<file path="src/rtr_pkg.sv">
`default_nettype none

package rtr_pkg;

  // Parser phase codes: the element expected next.
  localparam logic [3:0] PH_YEAR  = 4'd0;
  localparam logic [3:0] PH_MONTH = 4'd1;
  localparam logic [3:0] PH_DAY   = 4'd2;
  localparam logic [3:0] PH_HOUR  = 4'd3;
  localparam logic [3:0] PH_MIN   = 4'd4;
  localparam logic [3:0] PH_SEC   = 4'd5;
  localparam logic [3:0] PH_FRAC  = 4'd6;
  localparam logic [3:0] PH_OFFH  = 4'd7;
  localparam logic [3:0] PH_OFFM  = 4'd8;
  localparam logic [3:0] PH_AFTER = 4'd9;

  // Transaction kinds.
  localparam logic KIND_DATA = 1'b0;
  localparam logic KIND_END  = 1'b1;

  // Characters of the timestamp grammar.
  localparam logic [7:0] CH_ZERO  = 8'h30;
  localparam logic [7:0] CH_NINE  = 8'h39;
  localparam logic [7:0] CH_DASH  = 8'h2D;
  localparam logic [7:0] CH_PLUS  = 8'h2B;
  localparam logic [7:0] CH_T     = 8'h54;
  localparam logic [7:0] CH_COLON = 8'h3A;
  localparam logic [7:0] CH_DOT   = 8'h2E;
  localparam logic [7:0] CH_Z     = 8'h5A;
  localparam logic [7:0] CH_SPACE = 8'h20;

  // Field limits; digit runs saturate at VALUE_MAX.
  localparam logic [6:0] VALUE_MAX = 7'd127;
  localparam logic [6:0] MONTH_MAX = 7'd12;
  localparam logic [6:0] DAY_MAX   = 7'd31;
  localparam logic [6:0] HOUR_MAX  = 7'd23;
  localparam logic [6:0] MIN_MAX   = 7'd59;
  localparam logic [6:0] SEC_MAX   = 7'd60;

  localparam int unsigned LENGTH_W = 16;

  // Parser control state.
  typedef struct packed {
    logic [3:0] phase;
    logic [6:0] value;
    logic       decided;
  } rtr_ctl_t;

  // Decision produced by one transaction.
  typedef struct packed {
    logic emit;
    logic matched;
  } rtr_res_t;

  localparam rtr_ctl_t CTL_RESET = '{phase: PH_YEAR, value: 7'd0, decided: 1'b0};

endpackage

`default_nettype wire

</file>
<file path="src/rtr_step.sv">
`default_nettype none

// Next-state and decision logic for one transaction of the parser.
module rtr_step import rtr_pkg::*; #(
  parameter int unsigned LENGTH_BITS = 16
) (
  input  rtr_ctl_t               ctl_i,
  input  logic [LENGTH_BITS-1:0] count_i,
  input  logic                   kind_i,
  input  logic [7:0]             ch_i,
  output rtr_ctl_t               ctl_o,
  output logic [LENGTH_BITS-1:0] count_o,
  output rtr_res_t               res_o
);

  logic                   is_digit;
  logic [10:0]            digit_acc;
  logic [6:0]             digit_sat;
  logic [LENGTH_BITS-1:0] count_inc;
  logic                   go_ok;
  logic [3:0]             go_phase;
  logic                   zone_ok;
  logic [3:0]             zone_phase;

  // Digit accumulation with saturation; the low nibble of an ASCII digit is its value.
  assign is_digit  = (ch_i >= CH_ZERO) && (ch_i <= CH_NINE);
  assign digit_acc = {4'd0, ctl_i.value} * 11'd10 + {7'd0, ch_i[3:0]};
  assign digit_sat = (digit_acc > {4'd0, VALUE_MAX}) ? VALUE_MAX : digit_acc[6:0];

  // Saturating byte counter.
  assign count_inc = (count_i == '1) ? count_i : count_i + 1'b1;

  // Time zone designator: Z closes the timestamp, a sign opens the offset.
  always_comb begin
    zone_ok    = 1'b0;
    zone_phase = PH_AFTER;
    if (ch_i == CH_Z) begin
      zone_ok = 1'b1;
    end else if (ch_i == CH_PLUS || ch_i == CH_DASH) begin
      zone_ok    = 1'b1;
      zone_phase = PH_OFFH;
    end
  end

  // Separator check for the current phase.
  always_comb begin
    go_ok    = 1'b0;
    go_phase = PH_AFTER;
    case (ctl_i.phase)
      PH_YEAR: begin
        go_ok    = (ch_i == CH_DASH);
        go_phase = PH_MONTH;
      end
      PH_MONTH: begin
        go_ok    = (ctl_i.value >= 7'd1) && (ctl_i.value <= MONTH_MAX) && (ch_i == CH_DASH);
        go_phase = PH_DAY;
      end
      PH_DAY: begin
        go_ok    = (ctl_i.value >= 7'd1) && (ctl_i.value <= DAY_MAX) && (ch_i == CH_T);
        go_phase = PH_HOUR;
      end
      PH_HOUR: begin
        go_ok    = (ctl_i.value <= HOUR_MAX) && (ch_i == CH_COLON);
        go_phase = PH_MIN;
      end
      PH_MIN: begin
        go_ok    = (ctl_i.value <= MIN_MAX) && (ch_i == CH_COLON);
        go_phase = PH_SEC;
      end
      PH_SEC: begin
        if (ctl_i.value <= SEC_MAX) begin
          if (ch_i == CH_DOT) begin
            go_ok    = 1'b1;
            go_phase = PH_FRAC;
          end else begin
            go_ok    = zone_ok;
            go_phase = zone_phase;
          end
        end
      end
      PH_FRAC: begin
        go_ok    = zone_ok;
        go_phase = zone_phase;
      end
      PH_OFFH: begin
        go_ok    = (ctl_i.value <= HOUR_MAX) && (ch_i == CH_COLON);
        go_phase = PH_OFFM;
      end
      default: begin
        go_ok = 1'b0;
      end
    endcase
  end

  // Transaction outcome.
  always_comb begin
    ctl_o       = ctl_i;
    count_o     = count_i;
    res_o       = '0;
    if (kind_i == KIND_END) begin
      // End of string: report if still undecided, then start over.
      ctl_o   = CTL_RESET;
      count_o = '0;
      if (!ctl_i.decided) begin
        res_o.emit    = 1'b1;
        res_o.matched = (ctl_i.phase == PH_AFTER) ||
                        (ctl_i.phase == PH_OFFM && ctl_i.value <= MIN_MAX);
      end
    end else if (ctl_i.decided) begin
      // Bytes after the decision are ignored.
    end else if (ctl_i.phase == PH_AFTER) begin
      res_o.emit    = 1'b1;
      res_o.matched = (ch_i == CH_SPACE);
      ctl_o.decided = 1'b1;
    end else if (ctl_i.phase > PH_AFTER) begin
      res_o.emit    = 1'b1;
      ctl_o.decided = 1'b1;
    end else if (is_digit) begin
      ctl_o.value = digit_sat;
      count_o     = count_inc;
    end else if (ctl_i.phase == PH_OFFM) begin
      // Offset minute is closed only by a space, which is not counted.
      res_o.emit    = 1'b1;
      res_o.matched = (ctl_i.value <= MIN_MAX) && (ch_i == CH_SPACE);
      ctl_o.decided = 1'b1;
    end else if (go_ok) begin
      ctl_o.phase = go_phase;
      ctl_o.value = 7'd0;
      count_o     = count_inc;
    end else begin
      res_o.emit    = 1'b1;
      ctl_o.decided = 1'b1;
    end
  end

endmodule

`default_nettype wire

</file>
<file path="src/rfc5424_timestamp_recognizer_top.sv">
// Lenient RFC 5424 timestamp recognizer. Each input transaction carries one string byte
// (kind 0) or the end of the string (kind 1); one transaction is taken per clock cycle
// while in_stall_o is low. The block reports one result per string, on the transaction
// that decides it, registered when that transaction is accepted: matched, and the length
// of the timestamp (0 on a fail). The end transaction also clears the parser for the next
// string. Results pass through a two-entry output buffer, so in_stall_o rises only when
// two results are waiting; the per-byte decision is combinational over the parser state.
`default_nettype none

module rfc5424_timestamp_recognizer_top import rtr_pkg::*; #(
  parameter int unsigned LENGTH_BITS = 16
) (
  input  logic                clk_i,
  input  logic                rst_ni,
  input  logic                in_valid_i,
  output logic                in_stall_o,
  input  logic                kind_i,
  input  logic [7:0]          ch_i,
  output logic                out_valid_o,
  input  logic                out_stall_i,
  output logic                matched_o,
  output logic [LENGTH_W-1:0] length_o
);

  rtr_ctl_t               ctl_q, ctl_d;
  logic [LENGTH_BITS-1:0] count_q, count_d;
  rtr_res_t               res;
  logic                   accept;
  logic                   push;
  logic                   pop;
  logic [LENGTH_W-1:0]    new_length;

  logic                   out_valid_q;
  logic                   out_matched_q;
  logic [LENGTH_W-1:0]    out_length_q;
  logic                   skid_valid_q;
  logic                   skid_matched_q;
  logic [LENGTH_W-1:0]    skid_length_q;

  rtr_step #(
    .LENGTH_BITS(LENGTH_BITS)
  ) u_step (
    .ctl_i  (ctl_q),
    .count_i(count_q),
    .kind_i (kind_i),
    .ch_i   (ch_i),
    .ctl_o  (ctl_d),
    .count_o(count_d),
    .res_o  (res)
  );

  // Handshakes.
  assign accept     = in_valid_i && !in_stall_o;
  assign push       = accept && res.emit;
  assign pop        = out_valid_q && !out_stall_i;
  assign in_stall_o = skid_valid_q;
  assign new_length = res.matched ? LENGTH_W'(count_q) : '0;

  // Parser state.
  always_ff @(posedge clk_i or negedge rst_ni) begin
    if (!rst_ni) begin
      ctl_q   <= CTL_RESET;
      count_q <= '0;
    end else if (accept) begin
      ctl_q   <= ctl_d;
      count_q <= count_d;
    end
  end

  // Output register with a skid entry behind it.
  always_ff @(posedge clk_i or negedge rst_ni) begin
    if (!rst_ni) begin
      out_valid_q  <= 1'b0;
      skid_valid_q <= 1'b0;
    end else if (!out_valid_q || pop) begin
      out_valid_q  <= skid_valid_q || push;
      skid_valid_q <= 1'b0;
    end else if (push) begin
      skid_valid_q <= 1'b1;
    end
  end

  always_ff @(posedge clk_i) begin
    if (!out_valid_q || pop) begin
      if (skid_valid_q) begin
        out_matched_q <= skid_matched_q;
        out_length_q  <= skid_length_q;
      end else if (push) begin
        out_matched_q <= res.matched;
        out_length_q  <= new_length;
      end
    end else if (push) begin
      skid_matched_q <= res.matched;
      skid_length_q  <= new_length;
    end
  end

  assign out_valid_o = out_valid_q;
  assign matched_o   = out_matched_q;
  assign length_o    = out_length_q;

endmodule

`default_nettype wire

</file>
<file path="config.mk">
export PLATFORM = sky130hd
export DESIGN_NAME = rfc5424_timestamp_recognizer_top
export DESIGN_NICKNAME = d
export VERILOG_FILES = /design/src/rtr_pkg.sv /design/src/rtr_step.sv /design/src/rfc5424_timestamp_recognizer_top.sv
export SDC_FILE = /design/constraint.sdc
export NUM_CORES = 1
export LEC_CHECK = 0
export BUFFER_PORTS_ARGS = -buffer_cell sky130_fd_sc_hd__buf_2
export CORE_ASPECT_RATIO = 0.7
export CORE_MARGIN = 2
export CORE_UTILIZATION = 40
export DETAILED_ROUTE_END_ITERATION = 6
export MAX_ROUTING_LAYER = met4
export SLEW_MARGIN = 40
export SYNTH_ARGS = -nofsm -noshare
export SYNTH_HDL_FRONTEND = slang
export SYNTH_SLANG_ARGS = --single-unit
</file>
<file path="constraint.sdc">
create_clock -name clk_i -period 4.8 [get_ports clk_i]
set_input_delay 0.24 -clock clk_i [delete_from_list [all_inputs] [get_ports clk_i]]
set_output_delay 0.24 -clock clk_i [all_outputs]
set_load 0.05 [all_outputs]
</file>
After elaboration in Yosys (flattened, before gate mapping):

Cells that the tools add are included.

* register bits: 64
* bits of input ports: 13
* output and inout bits: 19
* logic and storage cells: 123

* magnitude comparators: 10
* reductions and logical operators: 29
* eq/ne operators: 23
* multiplexer cells: 47
* add/sub/neg operators: 2
* bitwise logic cells: 1
* multiply operators: 1

Operators by type and width (count)
* 16-bit two-way mux: 11
* 11-bit two-way mux: 4
* 8-bit by 6-bit equality test with 1-bit output (second input constant): 5
* 4-bit case mux with 8 select lines: 1
* 12-bit two-way mux: 2
* 4-bit two-way mux: 5
* 16-bit by 1-bit adder with 16-bit output (second input constant): 1
* 16-bit equality test (second input constant): 1
* 4-bit by 3-bit equality test with 1-bit output (second input constant): 4
* 8-bit by 7-bit equality test with 1-bit output (second input constant): 2
* 1-bit two-way mux: 16
* 7-bit by 5-bit <= comparator with 1-bit output (second input constant): 2
* 7-bit by 6-bit <= comparator with 1-bit output (second input constant): 2
* 7-bit two-way mux: 2
* 1-bit logical AND: 12
* 11-bit by 4-bit adder with 11-bit output: 1
* 11-bit by 7-bit greater-than comparator with 1-bit output (second input constant): 1
* 7-bit by 3-bit multiplier with 10-bit output (second input constant): 1
* 2-bit two-way mux: 5
* 2-bit inequality test (second input constant): 5
* 4-bit by 2-bit equality test with 1-bit output (second input constant): 2
* 4-bit equality test (second input constant): 2
* 8-bit by 6-bit >= comparator with 1-bit output (second input constant): 1
* 8-bit by 6-bit <= comparator with 1-bit output (second input constant): 1
* other kinds (16): 24

Depth between registers and ports, before layout:

Gate-level depths: netlist of run 1.

* depth in word-level cells: 17
* gate-level depth with buffers: 11
* gate-level depth less buffers: 10

By module:

Synthesis of run 1 repeated with hierarchy kept, for this count alone.

* cell total of the unflattened synthesis: 377
* area, all modules: 4242.8 um2

By module, submodules not included
* rfc5424_timestamp_recognizer_top: cells each 139, area an instance 2571.2 um2, instances 1, seq. area each 1771.7 um2
* rtr_step: cells each 238, area an instance 1671.6 um2, instances 1, seq. area each 0.0 um2

Worst setup path after synthesis of run 1:

OpenSTA, ideal clock, no wires.

* kind: reg-to-reg
* from: register ctl_q[3] (netlist bit)
* to: register out_length_q[0], in the netlist length_o[0], enable pin
* path slack: 1390 ps
* path buffers: 1
* arrival: 3013 ps
* library setup time: 396 ps
* stages on the path, launching flop included: 9
* data required time: 4404 ps
* period minus slack after synthesis: 3410 ps
* cells stage by stage: dfrtp_1 > or4_4 > o211ai_1 > a2111oi_1 > or4_1 > buf_2 > o211ai_1 > a31oi_1 > a21oi_1

* longest elaborated chain between the ends: 14
* elaborated cells on any way between the ends: 24
* those cells by class: order compare (6); mux (9); reduce/logical (9)

Ends and longest elaborated chain
* start, declared: RTL line rfc5424_timestamp_recognizer_top.sv:25 `rtr_ctl_t ctl_q, ctl_d;`
* start signal, assigned: RTL line rfc5424_timestamp_recognizer_top.sv:65 `ctl_q <= ctl_d;`
* 7-bit by 1-bit >= comparator with 1-bit output (tied with other cells): RTL line rtr_step.sv:55, rtr_step.sv:59
* 1-bit logical AND, on equally long branches (2 in series): RTL line rtr_step.sv:59, rtr_step.sv:55
* 1-bit case mux with 7 select lines *: RTL line rtr_step.sv:49 `case (ctl_i.phase)`
* 1-bit two-way mux *: RTL line rtr_step.sv:126 `end else if (go_ok) begin`
* 1-bit two-way mux *: RTL line rtr_step.sv:121 `end else if (ctl_i.phase == PH_OFFM) begin`
* 2-bit two-way mux *: RTL line rtr_step.sv:118 `end else if (is_digit) begin`
* 1-bit two-way mux *: RTL line rtr_step.sv:115 `end else if (ctl_i.phase > PH_AFTER) begin`
* 2-bit two-way mux *: RTL line rtr_step.sv:111 `end else if (ctl_i.phase == PH_AFTER) begin`
* 2-bit two-way mux *: RTL line rtr_step.sv:109 `end else if (ctl_i.decided) begin`
* 2-bit two-way mux *: RTL line rtr_step.sv:100 `if (kind_i == KIND_END) begin`
* 1-bit logical AND *: RTL line rfc5424_timestamp_recognizer_top.sv:54 `assign push = accept && res.emit;`
* 2-bit nonzero test (no line) *
* 2-bit AND reduction (no line) *
* end signal, assigned: RTL line rfc5424_timestamp_recognizer_top.sv:87 `out_length_q <= skid_length_q;`
* end signal, assigned: RTL line rfc5424_timestamp_recognizer_top.sv:90 `out_length_q <= new_length;`
* end, declared: RTL line rfc5424_timestamp_recognizer_top.sv:35 `logic [LENGTH_W-1:0] out_length_q;`

Mark *: on every way between the ends. The rest lies on a longest branch, timed or not.
A chain may end at the register's enable or synchronous reset.

Final worst setup path of run 1:

* from: register ctl_q[6] (netlist bit)
* to: register out_length_q[7], in the netlist length_o[7], enable pin

The elaborated chain is that of the path after synthesis.

==> summary.txt, run 1 <==
Status
  • Outcome: finished, final reports clean

Die
  • Row count: 29
  • Die extent in y: 85.6 um
  • I/O pin cnt: 32
  • Area of the die: 10300 um2
  • Core area: 9140 um2
  • Die width: 121 um
  • Initial Util: 41.6%

CTS
  • Clock tree sinks: 64
  • TritonCTS clock tree: built
  • Inserted Clock Buffers: 9
  • H-Tree Level Count: 3
  • # resized after CTS: 0
  • Clock Latency Late Sink: 0.33 ns
  • Root buffer cell: clkbuf_16
  • Clock transition at the registers of the reported paths: 0.06 ns
  • Clk buf depth: 2

Global routing
  • Largest net degree at the start of global routing: 31
  • Overall Global Routing Usage: 18.3%
  • GRT Residual Overflow: 0
  • Vias in the first global route: 2781
  • Initial antenna violation count: 0
  • Global-route wire length before repair: 14.3 mm

Drt
  • Routed len/inst: 16.6 um
  • Drt pass-1 iters: 4
  • Initial DRC count: 201
  • Via density: 5.68
  • Detailed-route wire length: 8.57 mm
  • Number of remaining DRC errors: 0
  • Post-DRT Antenna Nets: 0
  • Vias: 2931

Logic synthesis
  • Register bit total from synthesis: 64
  • Area leader, netlist: edfxtp_1
  • Post-Synth Simple-Gate Area: 20.0%
  • Largest family of logic cells by synthesized area: simple AND/OR/NAND/NOR gates
  • Register area share after synthesis: 46.6%
  • Synth Area in XOR/XNOR: 1.38%
  • Ys Warns: 0
  • Synth unique cells: 55
  • Post-synthesis compound-gate area fraction: 17.2%
  • Synth area leaders: edfxtp_1 (27%), dfrtp_1 (20%), mux2_2 (5.3%)
  • Cells after Synth: 362
  • Post-synthesis mux area share: 5.33%
  • Synth top area share: 26.8%
  • Post-Synth Adder-Cell Area: 5.66%
  • Syn nets: 391
  • Async set or reset register ratio after synthesis: 46.9%
  • Synth Area per Inst: 10.5 um2
  • Cell area after synthesis: 3800 um2
  • Top FF cell, synth: edfxtp_1
  • Post-synth EDFFs: 34

Critical path
  • Worst r2r dst: length_o[7]
  • Slowest stage cell, crit path: or4_1
  • Worst Path Required: 4.76 ns
  • Worst R2R Start: ctl_q[6]
  • CP endpoint: length_o[7]
  • Reg-to-reg slack, setup: 1.41 ns
  • WP data arrival: 3.35 ns
  • Crit. End Element: flip-flop
  • Critical-path maximum fanout: 17
  • CP max stage delay: 0.72 ns
  • CP Cell Sequence: nand4_1 > o2111ai_2 > a22oi_1 > or4_1 > o211ai_1 > a31oi_1 > a21oi_4
  • R2R cell count: 7
  • Critical path type: flip-flop to flip-flop
  • Crit path from: ctl_q[6]
  • Crit path launch type: flip-flop

Final layout
  • # diodes: 0
  • Commonest non-fill, non-tap cell in the layout: edfxtp_1
  • Fillers: 877
  • Final net count: 416
  • Multi-input logic area: 1910 um2
  • Most frequent cells in the layout: edfxtp_1 (34), buf_2 (30), dfrtp_1 (29)
  • Seq. cell area: 1770 um2
  • P&R area growth vs syn: 14.4%
  • Share of cells above drive strength 1: 22.2%

Timing
  • Rel. slew slack: 49.9%
  • Final hold violation count: 0
  • Slew Limit Fails: 0
  • Final clock skew: 0.00689 ns
  • Period utilization: 70.7%
  • # setup viols final: 0
  • RSZ-0062 raised after global routing: no
  • Actual slew at the worst max-slew pin: 0.748 ns
  • Max Clk Rate: 295 MHz
  • Setup TNS: 0 ns
  • Final worst path period need: 3.39 ns

Pwr
  • Power Total: 1.47 mW
  • PD cells: 338 nW/um2
  • Peak supply drop: 0.000147 V
  • Static Leak: 1.77 nW

Place
  • PortBufs: 31
  • Final HPWL from detailed placement: 5.93 mm
  • GP Congestion: 0.907

Job
  • Max-Cap Viols: 0

Hold path
  • Worst Hold Class: input port to flip-flop
[stage by stage]
| stage | setup slack, ns | hold WS, ns | instance area [um2] | cells | utilization (%) |
|---|---|---|---|---|---|
| after detailed placement | 1.35 | 0.336 | 4040 | 499 | 44.2 |
| final | 1.41 | 0.228 | 4350 | 516 | 47.6 |
| after global placement | 1.36 | 0.335 | 4030 | 499 | 44.0 |
| after CTS | 1.39 | 0.214 | 4350 | 516 | 47.5 |
| after floorplan | 1.39 | -0.0556 | 3800 | 362 | - |
| after global routing | 1.22 | 0.258 | 4350 | 516 | 47.6 |
[kinds of logic after synthesis]
group                    Yosys count
flip-flops                        64
AO/OA/AOI/OAI                     95
buffers and inverters             31
AND/OR/NAND/NOR                  132
adder cells (fa/ha/maj)           16
multiplexers                      18
XOR/XNOR                           6
[synth_stat cells (all sizes together) (3+ instances only)]
library cell  number
edfxtp            34
o21ai             34
dfrtp             30
nand2             27
and2              19
mux2              18
a21oi             17
nor2              15
ha                14
inv               12
clkbuf            11
nor3               9
or3                9
buf                8
nand3              8
nand4              8
o211ai             7
a21o               6
nor3b              6
a31oi              5
nor2b              5
o21a               5
or4                5
a22oi              4
o41ai              4
and3               3
and4b              3
nor4bb             3
xnor2              3
xor2               3
[routing by layer]
metal  GRT usage (%)  up-vias  wire, um
met5               -        -         0
met4            5.92        0       112
met3            4.85       13       351
met2            25.1       71      3660
met1            26.1     1415      4440
li1                -     1432         -
[critical path: cells and delay by family (launching register included)]
| family | cells | cell delay [ns] |
|---|---|---|
| flip-flops | 1 | 0.47 |
| AND/OR/NAND/NOR | 2 | 1.00 |
| AO/OA/AOI/OAI | 5 | 1.54 |
[state kept, by name, indices dropped and copies added, names as in the netlist]
name,cells
count_q,16
length_o,16
skid_length_q,16
ctl_q,12
in_stall_o,1
matched_o,1
out_valid_o,1
skid_matched_q,1
[timing repair]
| item | 4_1_cts | 5_1_grt |
|---|---|---|
| setup buffers | 0 | 0 |
| hold buffers | 1 | 0 |
| endpoints found under the hold margin | 7 | 0 |
[worst min path at each step]
stage / endpoint / slack (ns) / start / cells past startpoint
floorplan: count_q[0] / -0.06 / rst_ni / 0
global placement: ctl_q[10] / 0.33 / rst_ni / 1
detailed placement: count_q[13] / 0.34 / rst_ni / 1
CTS: out_valid_o / 0.21 / out_stall_i / 3
global route: out_valid_o / 0.26 / out_stall_i / 3
finish: out_valid_o / 0.23 / out_stall_i / 3
[area by class of cell]
class | count | area share, %
Clock buffer | 9 | 5.18
Sequential cell | 64 | 40.7
Timing Repair Buffer | 33 | 4.03
Tap cell | 124 | 3.57
Inverter | 12 | 1.04
Multi-Input combinational cell | 267 | 43.8
Clock inverter | 7 | 1.64
[power by group]
part	leakage (nW)	total (mW)	switching [mW]	internal, mW
logic	0.901	0.180	0.124	0.0560
clock network	0.139	0.646	0.245	0.401
registers	0.731	0.645	0.0377	0.608
total	1.77	1.47	0.407	1.06
Power figures use the tool's default switching activity.
==> run 2: changes to the inputs <==
--- a/config.mk
+++ b/config.mk
@@ -5,6 +5,7 @@
 export SDC_FILE = /design/constraint.sdc
 export NUM_CORES = 1
 export LEC_CHECK = 0
+export ABC_AREA = 1
 export BUFFER_PORTS_ARGS = -buffer_cell sky130_fd_sc_hd__buf_2
 export CORE_ASPECT_RATIO = 0.7
 export CORE_MARGIN = 2
==> constraint.sdc (replaced) <==
create_clock -name clk_i -period 3.4 [get_ports clk_i]
set_input_delay 0.17 -clock clk_i [delete_from_list [all_inputs] [get_ports clk_i]]
set_output_delay 0.17 -clock clk_i [all_outputs]
set_load 0.05 [all_outputs]
==> summary.txt, run 2 <==
Drt
  • Number of remaining DRC errors: 0
  • Via density: 5.01
  • Post-DRT Antenna Nets: 0
  • Initial DRC count: 283
  • Vias: 3233
  • Drt pass-1 iters: 5
  • Routed len/inst: 13.4 um
  • Detailed-route wire length: 8.65 mm

Status
  • Outcome: finished, final reports clean

Global routing
  • Initial antenna violation count: 0
  • Largest net degree at the start of global routing: 31
  • Vias in the first global route: 2902
  • Global-route wire length before repair: 14.5 mm
  • GRT Residual Overflow: 0
  • Overall Global Routing Usage: 18.1%

Pwr
  • Static Leak: 2.00 nW
  • PD cells: 493 nW/um2
  • Peak supply drop: 0.000330 V

CTS
  • H-Tree Level Count: 3
  • Inserted Clock Buffers: 9
  • Clk buf depth: 2
  • Root buffer cell: clkbuf_16
  • TritonCTS clock tree: built
  • Clock transition at the registers of the reported paths: 0.06 ns
  • # resized after CTS: 0
  • Clock Latency Late Sink: 0.33 ns
  • Clock tree sinks: 64

Die
  • Core area: 9570 um2
  • Row count: 30
  • Initial Util: 40.7%
  • Area of the die: 10600 um2
  • Die extent in y: 86.6 um
  • I/O pin cnt: 32
  • Die width: 122 um

Critical path
  • Crit path launch type: flip-flop
  • CP Cell Sequence: ha_1 > ha_1 > fa_1 > inv_1 > nor4_1 > nand2_1 > a21oi_1 > nand2_1 > a21oi_1 > o22ai_1
  • Reg-to-reg slack, setup: 0.58 ns
  • CP bufs+invs: 1
  • Worst Path Required: 3.61 ns
  • Critical-path maximum fanout: 7
  • CP delay by family, top: adder cells
  • Critical path type: flip-flop to flip-flop
  • Slowest stage cell, crit path: fa_1
  • Crit. End Element: flip-flop
  • CP max stage delay: 0.50 ns
  • WP data arrival: 3.03 ns

Logic synthesis
  • Cell area after synthesis: 3890 um2
  • Top FF cell, synth: edfxtp_1
  • Synth unique cells: 38
  • Area leader, netlist: edfxtp_1
  • Synth top area share: 26.2%
  • Most frequent cells after synthesis: nand2_1 (123), nor2_1 (63), inv_1 (47)
  • Async set or reset register ratio after synthesis: 46.9%
  • Synth Area per Inst: 8.18 um2
  • Register area share after synthesis: 45.5%
  • Ys Warns: 0
  • Post-synth EDFFs: 34
  • Most frequent cell after synthesis: nand2_1
  • Synth area leaders: edfxtp_1 (26%), dfrtp_1 (19%), nand2_1 (12%)
  • Register bit total from synthesis: 64
  • Syn nets: 505
  • Cells after Synth: 476

Final layout
  • Most frequent cells in the layout: nand2_1 (123), nor2_1 (63), inv_1 (47)
  • Final net count: 541
  • Share of cells above drive strength 1: 17.8%
  • P&R area growth vs syn: 14.7%
  • Commonest non-fill, non-tap cell in the layout: nand2_1
  • Post-route insts no fill: 645
  • # diodes: 0

Hold path
  • Worst Hold Class: input port to flip-flop

Place
  • Pre-CTS setup slack: 0.614 ns
  • PortBufs: 31
  • Final HPWL from detailed placement: 6.41 mm
  • Placed Cells: 628
  • GP Congestion: 0.915

Timing
  • Final clock skew: 0.00579 ns
  • Final worst path period need: 2.82 ns
  • Period utilization: 83.1%
  • Final WS setup: 0.576 ns
  • Setup TNS: 0 ns
  • Actual slew at the worst max-slew pin: 0.734 ns
  • RSZ-0062 raised after global routing: no
  • Final hold violation count: 0
  • Rel. slew slack: 51.1%
  • # setup viols final: 0
  • Slew Limit Fails: 0
  • Max Clk Rate: 354 MHz

Job
  • Max-Cap Viols: 0
run 2: what timing repair did:
item                                   4_1_cts  5_1_grt
setup buffers                                0        0
endpoints found under the hold margin       30        0
hold buffers                                 1        0
run 2: worst paths after layout:
check	cells past startpoint	end	startpoint
max	10	ctl_q[5]	ctl_q[2]
min	3	out_valid_o	out_stall_i
max reg2reg	10	ctl_q[5]	ctl_q[2]
min reg2reg	2	length_o[15]	skid_length_q[15]
max in group asynchronous	2	count_q[6]	rst_ni
min in group asynchronous	2	out_valid_o	rst_ni
run 2: stage by stage:
| step | instance area [um2] | util (%) | total power, mW | hold WS (ns) |
|---|---|---|---|---|
| detailed placement | 4150 | 43.4 | 1.27 | 0.276 |
| finish | 4470 | 46.7 | 2.20 | 0.139 |
| global placement | 4150 | 43.4 | 1.27 | 0.273 |
| global route | 4470 | 46.7 | 2.29 | 0.171 |
| floorplan | 3890 | - | 1.19 | -0.126 |
| CTS | 4470 | 46.7 | 2.21 | 0.132 |
run 2: final cells by class:
type                    count  area [um2]
flip-flops and latches     64        1770
fillers                   923        5100
multi-input cells         348        1840
clock buffers               9         225
clock inverters             7        78.8
repair buffers             34         180
inverters                  55         211
well taps                 128         160
run 2: worst register-to-register path, stage by stage (launching register included):
cell,delay (ns)
dfrtp_1,0.46
ha_1,0.33
ha_1,0.23
fa_1,0.50
inv_1,0.07
nor4_1,0.40
nand2_1,0.09
a21oi_1,0.14
nand2_1,0.17
a21oi_1,0.21
o22ai_1,0.11
run 2: cells by family (layout without fill, tap and decap cells):
group / Yosys count / count (layout) / synth area share (%)
simple gates: 262 / 262 / 29.5
flops: 64 / 64 / 45.5
buf+inv: 64 / 105 / 7.26
compound gates: 57 / 57 / 9.28
fa+ha+maj: 16 / 16 / 5.53
xor+xnor: 13 / 13 / 2.92
run 2: where the power goes:
group | internal [mW] | switching, mW | leakage [nW]
Combinational | 0.0828 | 0.257 | 1.13
Sequential | 0.881 | 0.0400 | 0.733
Clock | 0.575 | 0.365 | 0.139
Total | 1.54 | 0.663 | 2.00
run 2: routing by layer:
| metal | wire length (um) | vias up | global-route usage (%) |
|---|---|---|---|
| met1 | 4720 | 1521 | 28.3 |
| met4 | 56 | 0 | 3.87 |
| li1 | - | 1636 | - |
| met2 | 3490 | 71 | 23.9 |
| met5 | 0 | - | - |
| met3 | 384 | 5 | 3.55 |
